[src/rtl/core/sha_pkg.sv]
// ----------------------------------------------------------------------------
// sha_pkg
// Shared types and constants of the SHA-256 core: controller states,
// controller-to-datapath command and status groups, hash constants.
// ----------------------------------------------------------------------------
package sha_pkg;

	// Controller states, one-hot
	typedef enum logic [5:0] {
		ST_IDLE   = 6'b000001,
		ST_LOAD   = 6'b000010,
		ST_ROUND  = 6'b000100,
		ST_UPDATE = 6'b001000,
		ST_PAD    = 6'b010000,
		ST_LEN    = 6'b100000
	} state_t;

	// Kind of block being compressed
	typedef enum logic [1:0] {
		BLK_DATA    = 2'b00,
		BLK_PADFULL = 2'b01,
		BLK_FINAL   = 2'b10
	} blk_kind_t;

	// Commands from controller to datapath
	typedef struct packed {
		logic       byte_wr;   // store the accepted message byte
		logic       pad_wr;    // store 0x80 and clear the rest of the block
		logic       len_wr;    // store the bit length in the last two words
		logic       clr_all;   // with len_wr: clear words ahead of the length
		logic       load;      // copy hash state into working variables
		logic       round;     // run one compression round
		logic [5:0] rnd;       // round number
		logic       update;    // fold working variables into hash state
		logic       fin;       // with update: emit digest, restart hash
	} cmd_t;

	// Status from datapath to controller
	typedef struct packed {
		logic fill_full;       // next byte completes the block
		logic fill_late;       // no room for the length after the pad byte
		logic out_busy;        // digest words still waiting to be taken
	} sts_t;

	localparam logic [7:0] PAD_BYTE   = 8'h80;
	localparam int         BLK_WORDS  = 16;
	localparam logic [5:0] LAST_FILL  = 6'd63;
	localparam logic [5:0] LATE_FILL  = 6'd55;
	localparam logic [5:0] LAST_ROUND = 6'd63;

	localparam logic [31:0] H_INIT [0:7] = '{
		32'h6a09e667, 32'hbb67ae85, 32'h3c6ef372, 32'ha54ff53a,
		32'h510e527f, 32'h9b05688c, 32'h1f83d9ab, 32'h5be0cd19
	};

	localparam logic [31:0] K_ROM [0:63] = '{
		32'h428a2f98, 32'h71374491, 32'hb5c0fbcf, 32'he9b5dba5,
		32'h3956c25b, 32'h59f111f1, 32'h923f82a4, 32'hab1c5ed5,
		32'hd807aa98, 32'h12835b01, 32'h243185be, 32'h550c7dc3,
		32'h72be5d74, 32'h80deb1fe, 32'h9bdc06a7, 32'hc19bf174,
		32'he49b69c1, 32'hefbe4786, 32'h0fc19dc6, 32'h240ca1cc,
		32'h2de92c6f, 32'h4a7484aa, 32'h5cb0a9dc, 32'h76f988da,
		32'h983e5152, 32'ha831c66d, 32'hb00327c8, 32'hbf597fc7,
		32'hc6e00bf3, 32'hd5a79147, 32'h06ca6351, 32'h14292967,
		32'h27b70a85, 32'h2e1b2138, 32'h4d2c6dfc, 32'h53380d13,
		32'h650a7354, 32'h766a0abb, 32'h81c2c92e, 32'h92722c85,
		32'ha2bfe8a1, 32'ha81a664b, 32'hc24b8b70, 32'hc76c51a3,
		32'hd192e819, 32'hd6990624, 32'hf40e3585, 32'h106aa070,
		32'h19a4c116, 32'h1e376c08, 32'h2748774c, 32'h34b0bcb5,
		32'h391c0cb3, 32'h4ed8aa4a, 32'h5b9cca4f, 32'h682e6ff3,
		32'h748f82ee, 32'h78a5636f, 32'h84c87814, 32'h8cc70208,
		32'h90befffa, 32'ha4506ceb, 32'hbef9a3f7, 32'hc67178f2
	};

endpackage

[src/rtl/core/sha_ctrl.sv]
// ----------------------------------------------------------------------------
// sha_ctrl
// Sequencer of the SHA-256 core: takes input items, runs the round counter,
// steps through padding, length insertion and the final compression.
// ----------------------------------------------------------------------------
module sha_ctrl (
	input  logic          clk,
	input  logic          arst_n,
	input  logic          in_valid,
	output logic          in_ready,
	input  logic          has_byte,
	input  logic          is_last,
	input  sha_pkg::sts_t sts,
	output sha_pkg::cmd_t cmd
);

	sha_pkg::state_t    state_q, state_d;
	sha_pkg::blk_kind_t kind_q, kind_d;
	logic [5:0]         rnd_q, rnd_d;
	logic               pend_q, pend_d;
	logic               accept;

	assign in_ready = (state_q == sha_pkg::ST_IDLE);
	assign accept   = in_valid && in_ready;

	// Next state and commands
	always_comb begin
		state_d = state_q;
		kind_d  = kind_q;
		rnd_d   = rnd_q;
		pend_d  = pend_q;
		cmd     = '0;
		cmd.rnd = rnd_q;
		case (state_q)
			sha_pkg::ST_IDLE: begin
				if (accept) begin
					cmd.byte_wr = has_byte;
					if (has_byte && sts.fill_full) begin
						pend_d  = is_last;
						kind_d  = sha_pkg::BLK_DATA;
						state_d = sha_pkg::ST_LOAD;
					end else if (is_last) begin
						state_d = sha_pkg::ST_PAD;
					end
				end
			end
			sha_pkg::ST_LOAD: begin
				cmd.load = 1'b1;
				rnd_d    = '0;
				state_d  = sha_pkg::ST_ROUND;
			end
			sha_pkg::ST_ROUND: begin
				cmd.round = 1'b1;
				rnd_d     = rnd_q + 6'd1;
				if (rnd_q == sha_pkg::LAST_ROUND) begin
					state_d = sha_pkg::ST_UPDATE;
				end
			end
			sha_pkg::ST_UPDATE: begin
				case (kind_q)
					sha_pkg::BLK_FINAL: begin
						// hold until the previous digest has drained
						if (!sts.out_busy) begin
							cmd.update = 1'b1;
							cmd.fin    = 1'b1;
							state_d    = sha_pkg::ST_IDLE;
						end
					end
					sha_pkg::BLK_PADFULL: begin
						cmd.update = 1'b1;
						state_d    = sha_pkg::ST_LEN;
					end
					default: begin
						cmd.update = 1'b1;
						state_d    = pend_q ? sha_pkg::ST_PAD : sha_pkg::ST_IDLE;
					end
				endcase
			end
			sha_pkg::ST_PAD: begin
				cmd.pad_wr = 1'b1;
				if (sts.fill_late) begin
					kind_d  = sha_pkg::BLK_PADFULL;
					state_d = sha_pkg::ST_LOAD;
				end else begin
					kind_d  = sha_pkg::BLK_DATA;
					state_d = sha_pkg::ST_LEN;
				end
			end
			sha_pkg::ST_LEN: begin
				cmd.len_wr  = 1'b1;
				cmd.clr_all = (kind_q == sha_pkg::BLK_PADFULL);
				kind_d      = sha_pkg::BLK_FINAL;
				state_d     = sha_pkg::ST_LOAD;
			end
			default: begin
				state_d = sha_pkg::ST_IDLE;
			end
		endcase
	end

	// Control registers
	always_ff @(posedge clk or negedge arst_n) begin
		if (!arst_n) begin
			state_q <= sha_pkg::ST_IDLE;
			kind_q  <= sha_pkg::BLK_DATA;
			rnd_q   <= '0;
			pend_q  <= 1'b0;
		end else begin
			state_q <= state_d;
			kind_q  <= kind_d;
			rnd_q   <= rnd_d;
			pend_q  <= pend_d;
		end
	end

	// Checks
	a_round_end: assert property (@(posedge clk) disable iff (!arst_n)
		(state_q == sha_pkg::ST_ROUND && rnd_q == sha_pkg::LAST_ROUND)
		|=> (state_q == sha_pkg::ST_UPDATE))
		else $error("round 63 not followed by update");

	a_last_pads: assert property (@(posedge clk) disable iff (!arst_n)
		(accept && is_last && !(has_byte && sts.fill_full))
		|=> (state_q == sha_pkg::ST_PAD))
		else $error("end item did not start padding");

	a_final_load: assert property (@(posedge clk) disable iff (!arst_n)
		(state_q == sha_pkg::ST_LEN)
		|=> (state_q == sha_pkg::ST_LOAD && kind_q == sha_pkg::BLK_FINAL))
		else $error("length insert not followed by final block");

endmodule

[src/rtl/core/sha_dp.sv]
// ----------------------------------------------------------------------------
// sha_dp
// Datapath of the SHA-256 core: 16-word block buffer that doubles as the
// message schedule window, round unit, hash state, length counter and the
// digest output register.
// ----------------------------------------------------------------------------
module sha_dp (
	input  logic          clk,
	input  logic          arst_n,
	input  sha_pkg::cmd_t cmd,
	output sha_pkg::sts_t sts,
	input  logic [7:0]    msg_byte,
	output logic          out_valid,
	input  logic          out_ready,
	output logic [31:0]   digest_word,
	output logic [2:0]    word_index,
	output logic          last_word
);

	logic [31:0] w_q   [sha_pkg::BLK_WORDS];
	logic [31:0] h_q   [8];
	logic [31:0] v_q   [8];
	logic [31:0] dig_q [8];
	logic [5:0]  fill_q;
	logic [60:0] total_q;
	logic        out_valid_q;
	logic [2:0]  out_idx_q;

	logic [63:0] bit_len;
	logic [7:0]  wr_byte;
	logic [31:0] t1, t2, sched;
	logic        out_take;

	function automatic logic [31:0] rotr(input logic [31:0] x, input int n);
		rotr = (x >> n) | (x << (32 - n));
	endfunction

	// Place a byte in its lane (lane 0 is the top byte) and clear later lanes
	function automatic logic [31:0] put_byte(input logic [31:0] word,
		input logic [1:0] lane, input logic [7:0] b);
		logic [31:0] r;
		r = word;
		case (lane)
			2'd0:    r = {b, 24'd0};
			2'd1:    r = {word[31:24], b, 16'd0};
			2'd2:    r = {word[31:16], b, 8'd0};
			default: r = {word[31:8], b};
		endcase
		return r;
	endfunction

	assign bit_len = {total_q, 3'b000};
	assign wr_byte = cmd.pad_wr ? sha_pkg::PAD_BYTE : msg_byte;

	// Round function
	always_comb begin
		t1 = v_q[7]
			+ (rotr(v_q[4], 6) ^ rotr(v_q[4], 11) ^ rotr(v_q[4], 25))
			+ ((v_q[4] & v_q[5]) ^ (~v_q[4] & v_q[6]))
			+ sha_pkg::K_ROM[cmd.rnd]
			+ w_q[0];
		t2 = (rotr(v_q[0], 2) ^ rotr(v_q[0], 13) ^ rotr(v_q[0], 22))
			+ ((v_q[0] & v_q[1]) ^ (v_q[0] & v_q[2]) ^ (v_q[1] & v_q[2]));
	end

	// Next schedule word, entering at the top of the window
	assign sched = (rotr(w_q[14], 17) ^ rotr(w_q[14], 19) ^ (w_q[14] >> 10))
		+ w_q[9]
		+ (rotr(w_q[1], 7) ^ rotr(w_q[1], 18) ^ (w_q[1] >> 3))
		+ w_q[0];

	// Block buffer / schedule window
	always_ff @(posedge clk) begin
		if (cmd.byte_wr || cmd.pad_wr) begin
			for (int i = 0; i < sha_pkg::BLK_WORDS; i++) begin
				if (4'(i) == fill_q[5:2]) begin
					w_q[i] <= put_byte(w_q[i], fill_q[1:0], wr_byte);
				end else if (cmd.pad_wr && 4'(i) > fill_q[5:2]) begin
					w_q[i] <= '0;
				end
			end
		end else if (cmd.len_wr) begin
			for (int i = 0; i < sha_pkg::BLK_WORDS - 2; i++) begin
				if (cmd.clr_all) begin
					w_q[i] <= '0;
				end
			end
			w_q[sha_pkg::BLK_WORDS - 2] <= bit_len[63:32];
			w_q[sha_pkg::BLK_WORDS - 1] <= bit_len[31:0];
		end else if (cmd.round) begin
			for (int i = 0; i < sha_pkg::BLK_WORDS - 1; i++) begin
				w_q[i] <= w_q[i + 1];
			end
			w_q[sha_pkg::BLK_WORDS - 1] <= sched;
		end
	end

	// Working variables a..h
	always_ff @(posedge clk) begin
		if (cmd.load) begin
			for (int i = 0; i < 8; i++) begin
				v_q[i] <= h_q[i];
			end
		end else if (cmd.round) begin
			v_q[0] <= t1 + t2;
			v_q[1] <= v_q[0];
			v_q[2] <= v_q[1];
			v_q[3] <= v_q[2];
			v_q[4] <= v_q[3] + t1;
			v_q[5] <= v_q[4];
			v_q[6] <= v_q[5];
			v_q[7] <= v_q[6];
		end
	end

	// Hash state, fill and length counters
	always_ff @(posedge clk or negedge arst_n) begin
		if (!arst_n) begin
			for (int i = 0; i < 8; i++) begin
				h_q[i] <= sha_pkg::H_INIT[i];
			end
			fill_q  <= '0;
			total_q <= '0;
		end else begin
			if (cmd.update) begin
				for (int i = 0; i < 8; i++) begin
					h_q[i] <= cmd.fin ? sha_pkg::H_INIT[i] : h_q[i] + v_q[i];
				end
			end
			if (cmd.update && cmd.fin) begin
				fill_q  <= '0;
				total_q <= '0;
			end else if (cmd.byte_wr) begin
				fill_q  <= fill_q + 6'd1;
				total_q <= total_q + 61'd1;
			end
		end
	end

	// Digest output register, shifted out one word per item
	assign out_take = out_valid_q && out_ready;

	always_ff @(posedge clk) begin
		if (cmd.update && cmd.fin) begin
			for (int i = 0; i < 8; i++) begin
				dig_q[i] <= h_q[i] + v_q[i];
			end
		end else if (out_take) begin
			for (int i = 0; i < 7; i++) begin
				dig_q[i] <= dig_q[i + 1];
			end
		end
	end

	always_ff @(posedge clk or negedge arst_n) begin
		if (!arst_n) begin
			out_valid_q <= 1'b0;
			out_idx_q   <= '0;
		end else if (cmd.update && cmd.fin) begin
			out_valid_q <= 1'b1;
			out_idx_q   <= '0;
		end else if (out_take) begin
			out_idx_q <= out_idx_q + 3'd1;
			if (out_idx_q == 3'd7) begin
				out_valid_q <= 1'b0;
			end
		end
	end

	assign out_valid   = out_valid_q;
	assign digest_word = dig_q[0];
	assign word_index  = out_idx_q;
	assign last_word   = (out_idx_q == 3'd7);

	assign sts.fill_full = (fill_q == sha_pkg::LAST_FILL);
	assign sts.fill_late = (fill_q > sha_pkg::LATE_FILL);
	assign sts.out_busy  = out_valid_q;

	// Checks
	a_no_overwrite: assert property (@(posedge clk) disable iff (!arst_n)
		(cmd.update && cmd.fin) |-> !out_valid_q)
		else $error("digest overwritten while words pending");

	a_restart: assert property (@(posedge clk) disable iff (!arst_n)
		(cmd.update && cmd.fin) |=> (fill_q == '0 && total_q == '0))
		else $error("counters not cleared after digest");

	a_drain: assert property (@(posedge clk) disable iff (!arst_n)
		$fell(out_valid_q) |-> ($past(out_idx_q) == 3'd7))
		else $error("digest output ended before word 7");

endmodule

[src/rtl/core/sha256_hash.sv]
// ----------------------------------------------------------------------------
// sha256_hash
// Streaming SHA-256 core, top level: controller plus datapath.
// ----------------------------------------------------------------------------
// Usage:
//   Input channel (in_valid/in_ready) takes one item per handshake: msg_byte
//   qualified by has_byte, and is_last to close the message. An end item may
//   carry no byte, so an empty message is one bare end item.
//   Output channel (out_valid/out_ready) gives the digest as eight items,
//   H0 first, each with its word_index; last_word marks the eighth.
// Sequencing:
//   A byte that does not complete a 64-byte block is taken while the core
//   stays idle. A byte that completes one starts a block: load, 64 rounds,
//   state update, run on the single shared round unit; no new item is taken
//   until it ends. An end item adds a pad step, a length step and one block,
//   or two blocks when fewer than 8 bytes remain after the pad.
// Stalls and reset:
//   The digest sits in its own output register; a new message is taken while
//   it drains. Only the next final block waits until the old digest is gone.
//   Reset loads the initial hash and clears the byte and length counters.
// ----------------------------------------------------------------------------
module sha256_hash (
	input  logic        clk,
	input  logic        arst_n,
	input  logic        in_valid,
	output logic        in_ready,
	input  logic [7:0]  msg_byte,
	input  logic        has_byte,
	input  logic        is_last,
	output logic        out_valid,
	input  logic        out_ready,
	output logic [31:0] digest_word,
	output logic [2:0]  word_index,
	output logic        last_word
);

	sha_pkg::cmd_t cmd;
	sha_pkg::sts_t sts;

	// Sequencer
	sha_ctrl u_ctrl (
		.clk      (clk),
		.arst_n   (arst_n),
		.in_valid (in_valid),
		.in_ready (in_ready),
		.has_byte (has_byte),
		.is_last  (is_last),
		.sts      (sts),
		.cmd      (cmd)
	);

	// Datapath
	sha_dp u_dp (
		.clk         (clk),
		.arst_n      (arst_n),
		.cmd         (cmd),
		.sts         (sts),
		.msg_byte    (msg_byte),
		.out_valid   (out_valid),
		.out_ready   (out_ready),
		.digest_word (digest_word),
		.word_index  (word_index),
		.last_word   (last_word)
	);

endmodule
[config.mk]
export PLATFORM = sky130hd
export DESIGN_NAME = sha256_hash
export DESIGN_NICKNAME = d
export VERILOG_FILES = /design/src/rtl/core/sha_pkg.sv /design/src/rtl/core/sha_ctrl.sv /design/src/rtl/core/sha_dp.sv /design/src/rtl/core/sha256_hash.sv
export SDC_FILE = /design/constraint.sdc
export NUM_CORES = 2
export LEC_CHECK = 0
export ABC_AREA = 1
export BUFFER_PORTS_ARGS = -buffer_cell sky130_fd_sc_hd__buf_4
export CORE_ASPECT_RATIO = 2
export CORE_MARGIN = 2
export CORE_UTILIZATION = 40
export CTS_CLUSTER_DIAMETER = 50
export DETAILED_ROUTE_END_ITERATION = 16
export HOLD_SLACK_MARGIN = 0.1
export SETUP_SLACK_MARGIN = 0.1
export SLEW_MARGIN = 20
export SYNTH_ARGS = -nofsm -noshare
export SYNTH_HDL_FRONTEND = slang
export SYNTH_SLANG_ARGS = --single-unit
[constraint.sdc]
create_clock -name clk -period 9.3 [get_ports clk]
set_input_delay 0.465 -clock clk [delete_from_list [all_inputs] [get_ports clk]]
set_output_delay 0.465 -clock clk [all_outputs]
set_load 0.02 [all_outputs]
==> key figures, run 1 <==
Synth
  • Synth warnings: 0
  • Synth top area cells: edfxtp_1, nand2_1, inv_1, o21ai_0, dfrtp_1
  • Post-Syn Instances: ~12k
  • Multiplexer share of the synthesized area: 0.0434%
  • List of most frequent post-synthesis cells: nand2_1, inv_1, o21ai_0
  • Top-count cell post-synth: nand2_1
  • Ys flop type: edfxtp_1
  • Count of cell types in the netlist: 70
  • Cell taking the most area after synthesis: edfxtp_1
  • Top cell type's share of synthesized area: about a quarter
  • Post-Syn Area per Cell: a little under 8 um2
  • Post-synthesis simple-gate area fraction: approximately 23%
  • Synthesized area: slightly above 90000 um2
  • Largest family of logic cells by synthesized area: simple AND/OR/NAND/NOR gates
  • Post-synthesis xor/xnor area fraction: under 10%
  • Seq/Total Area, Yosys: roughly two fifths
  • Number of synthesized flops with an enable pin: between 700 and 800
  • Yosys reg bits: around 1.4k
  • Adder-cell area share of the yosys netlist: about a tenth
  • Compound-Gate Fraction of Synth Area: 14.4%
  • Syn_nets: 12.6k
  • Post-synth ARST share: roughly 25%

Floorplanning
  • Chip Width: roughly 340 um
  • Initial Util: between 40% and 50%
  • I/O pins: 52
  • Chip Height: roughly 700 um
  • Std-Cell Rows: 249

Global routing
  • Overall Global Routing Usage: about 55%
  • First-pass GRT wire length: ~900000 um
  • Number of global-route vias before repair: roughly 100k
  • Pin count of the biggest net entering global routing: between 100 and 150
  • Gr ovfl total: 11

Clock tree
  • H-tree Lvls: 4
  • CTS sink cnt: 1366
  • Clock Tree Buf Depth: 4
  • Clock Tree Root: clkbuf_16
  • Post-CTS setup buffers: 0
  • Cts bufs inserted: 162

Status
  • Status: did not finish
  • Error: [ERROR GRT-0116] Global routing finished with congestion. Check the congestion regions in the DRC Viewer.
  • Stopped at: global routing

Place
  • Routability cong.: about 1.2
  • Port Buffers: 51
  • Dpl hpwl: roughly 460000 um
  • Placed cell area: approximately 99000 um2
## through the flow
step	std cells	setup WS, ns
CTS	15500	0.205
global placement	15200	-0.178
floorplan	12000	1.72
detailed placement	15200	-0.192
## kinds of logic after synthesis
kind of cell / Yosys count
compound gates: 2422
xor+xnor: 422
fa+ha+maj: 604
buf+inv: 1991
flops: 1366
mux: 4
simple gates: 5152
## per-layer routing
layer | overflow | global-route usage (%)
met5 | 0 | 2.02
met2 | 3 | 87.6
met4 | 7 | 69.2
met3 | 1 | 22.6
met1 | 0 | 46.2
## timing repair
item,in CTS
hold endpoints to repair,49
hold buffers,5
setup endpoints to repair,6
resized for setup,4
==> inputs of run 2 (changes only) <==
CORE_ASPECT_RATIO = not set   (was 2)
CORE_UTILIZATION = 25   (was 40)
CTS_CLUSTER_DIAMETER = not set   (was 50)
HOLD_SLACK_MARGIN = not set   (was 0.1)
PLACE_DENSITY_LB_ADDON = 0.15   (was not set)
SETUP_SLACK_MARGIN = not set   (was 0.1)
==> run 2 against run 1 <==
Effect of this change: the flow now finishes without violations; synthesized area is the same; synthesized cell count unchanged.
==> key figures, run 2 <==
Status
  • Status: completed (was did not finish)

Synth
  • Synth top area cells: edfxtp_1, nand2_1, inv_1, o21ai_0, dfrtp_1 (unchanged)
  • Synthesized area: 92200 um2 (unchanged)
  • Post-synth ARST share: 25.0% (unchanged)
  • Number of synthesized flops with an enable pin: 768 (unchanged)
  • Cell taking the most area after synthesis: edfxtp_1 (unchanged)
  • Count of cell types in the netlist: 70 (unchanged)
  • Top cell type's share of synthesized area: 25.0% (unchanged)
  • Synth warnings: 0 (unchanged)
  • Yosys reg bits: 1366 (unchanged)
  • Post-Syn Area per Cell: 7.71 um2 (unchanged)
  • Ys flop type: edfxtp_1 (unchanged)
  • List of most frequent post-synthesis cells: nand2_1, inv_1, o21ai_0 (unchanged)
  • Seq/Total Area, Yosys: 40.1% (unchanged)
  • Syn_nets: 12.6k (unchanged)
  • Post-Syn Instances: 12.0k (unchanged)
  • Top-count cell post-synth: nand2_1 (unchanged)

Routing
  • Drt first pass iters: 8
  • Highest Signal Layer: met4
  • DR WL met3: about 19000 um
  • Routed len/inst: 25.5 um
  • Residual DRC count: 0
  • 1st-iter DRT viols: ~6.8k
  • Routed WL: 429000 um
  • Met2 wire length: slightly above 200000 um
  • Total number of vias: roughly 83k
  • Metal-1 WL: 191000 um
  • Vias per cell: a little under 5
  • Remaining antenna violation count: 0

Worst setup path
  • Reg2reg path depth: 30
  • Kind of critical path: flop to flop
  • CP endpoint: u_dp.v_q[0][25]$_DFFE_PP_
  • Req. time, crit path: between 9 and 10 ns
  • Worst reg-to-reg setup slack: between 0.6 and 0.7 ns
  • Arr. time, crit path: roughly 9 ns
  • Crit. End Element: flop
  • Startpoint Class: flop
  • Crit-path max cell delay: roughly 0.84 ns
  • Critical R2R Launch: u_ctrl.rnd_q[0]$_DFFE_PN0P_
  • Crit path launch: u_ctrl.rnd_q[0]$_DFFE_PN0P_
  • Crit-path slowest cell: o31ai_1
  • Max Fanout on Critical Path: 11
  • Reg2reg end: u_dp.v_q[0][25]$_DFFE_PP_

Global routing
  • First-pass GRT wire length: between 600000 and 700000 um
  • Overall Global Routing Usage: 22.5%
  • Gr ovfl total: 0
  • Number of global-route vias before repair: 81.5k
  • Pin count of the biggest net entering global routing: about 170
  • Antenna violations before repair: 8

Cells and area
  • Area growth from synthesis to layout: 12.4%
  • Final Instance Area: around 100000 um2
  • Share of layout cells above drive strength 1: 6.17%
  • Commonest non-fill, non-tap cells in the layout: nand2_1, inv_1, o21ai_0
  • Layout net count: roughly 12k
  • Largest Register: u_dp.w_q
  • Fin util: approximately 28%
  • Max FFs per register: slightly above 500
  • Commonest non-fill, non-tap cell in the layout: nand2_1
  • Post-Layout Cell Count: ~17k

Floorplanning
  • Std-Cell Rows: 222 (was 249)
  • CORE AREA: between 300000 and 400000 um2
  • Chip Width: 611 um (was 343 um)
  • Initial Util: 25.2% (was 40.1%)
  • I/O pins: 52 (unchanged)
  • Die ar.: 374000 um2
  • Chip Height: 611 um (was 683 um)

Clock tree
  • Cts bufs inserted: 180 (was 162)
  • Clock Tree Root: clkbuf_16 (unchanged)
  • CTS tree: built
  • Clock Tree Buf Depth: 4 (unchanged)
  • Worst-path clk slew: about 0.06 ns
  • CTS sink cnt: 1366 (unchanged)
  • H-tree Lvls: 4 (unchanged)
  • Clock Latency Late Sink: 0.93 ns
  • Post-CTS setup buffers: 0 (unchanged)

Timing
  • Skew final: around 0.11 ns
  • Slew Limit Fails: 0
  • Max-slew headroom: between 10% and 20%
  • RSZ-0062 raised after global routing: false
  • Max Freq: ~120 MHz
  • Slew @ Worst Pin: 1.21 ns
  • Final Critical Period: about 8.6 ns
  • Final setup viols: 0
  • Hold Violations, Final: 0
  • Final hold slack: between 0.08 and 0.09 ns
  • Final Cycle Share: 92.5%
  • Sum of negative setup slack: 0 ns
  • Final setup margin: around 0.7 ns

Place
  • Port Buffers: 51 (unchanged)
  • Routability cong.: 0.967 (was 1.20)
  • Dpl cells: 16.5k (was 15.2k)
  • Pre-CTS setup slack: 0.721 ns (was -0.192 ns)
  • Placed cell area: 97800 um2 (was 99200 um2)
  • Dpl hpwl: 333000 um (was 456000 um)

Min path
  • Worst min path class: primary input to asynchronous set/reset pin

Run
  • Max-cap violations: 0

Power
  • Leakage: 46.6 nW
  • Pwr Total: about 37 mW
  • Pwr per Cell Area: approximately 360 nW/um2
  • Worst vdd ir: ~0.00031 V
run 2: timing repair:
item	in CTS	in global routing
hold endpoints to repair	54	0
resized for setup	0	1
endpoints found under the setup margin	0	2
hold buffers	4	0
run 2: worst min-delay path by stage:
stage	end	slack [ns]
finish	u_dp.h_q[204]$_DFFE_PN0P_	0.08
global route	u_dp.h_q[204]$_DFFE_PN0P_	0.11
CTS	u_dp.h_q[204]$_DFFE_PN0P_	0.06
detailed placement	u_dp.h_q[204]$_DFFE_PN0P_	0.41
global placement	u_dp.h_q[204]$_DFFE_PN0P_	0.41
floorplan	u_ctrl.kind_q[0]$_DFFE_PN0P_	0.17
run 2: metal layers:
metal  GRT usage, %  vias to the layer above
met3           2.51                      515
met2           38.1                     2184
li1               -                    39300
met5              0                        -
met1           29.8                    40600
met4           6.97                        0
run 2: where the power goes:
group,switching (mW),total (mW),internal (mW)
clock network,3.03,7.13,4.11
registers,0.789,8.47,7.68
logic,14.9,21.4,6.58
run 2: cell type report:
class	count	area, um2
Inverter	1526	5760
Clock buffer	251	4920
Sequential cell	1366	36900
Multi-Input combinational cell	8604	47400
Fill cell	40200	263000
Antenna cell	2	5.00
Tap cell	4816	6030
Timing Repair Buffer	201	1650
Clock inverter	81	900
run 2: cell families after synthesis:
logic type / share of synthesized area, %
buf+inv: 8.55
mux: 0.0434
xor+xnor: 4.01
simple gates: 23.2
fa+ha+maj: 9.76
flops: 40.1
compound gates: 14.4
run 2: worst max-delay path: cells and delay by family (launching register included):
| family | cells | cell delay [ns] |
|---|---|---|
| buf+inv | 6 | 0.81 |
| fa+ha+maj | 7 | 3.14 |
| xor+xnor | 1 | 0.44 |
| flops | 1 | 0.65 |
| simple gates | 9 | 1.13 |
| compound gates | 7 | 2.12 |
Note: power is estimated with default switching activity, not from simulation.
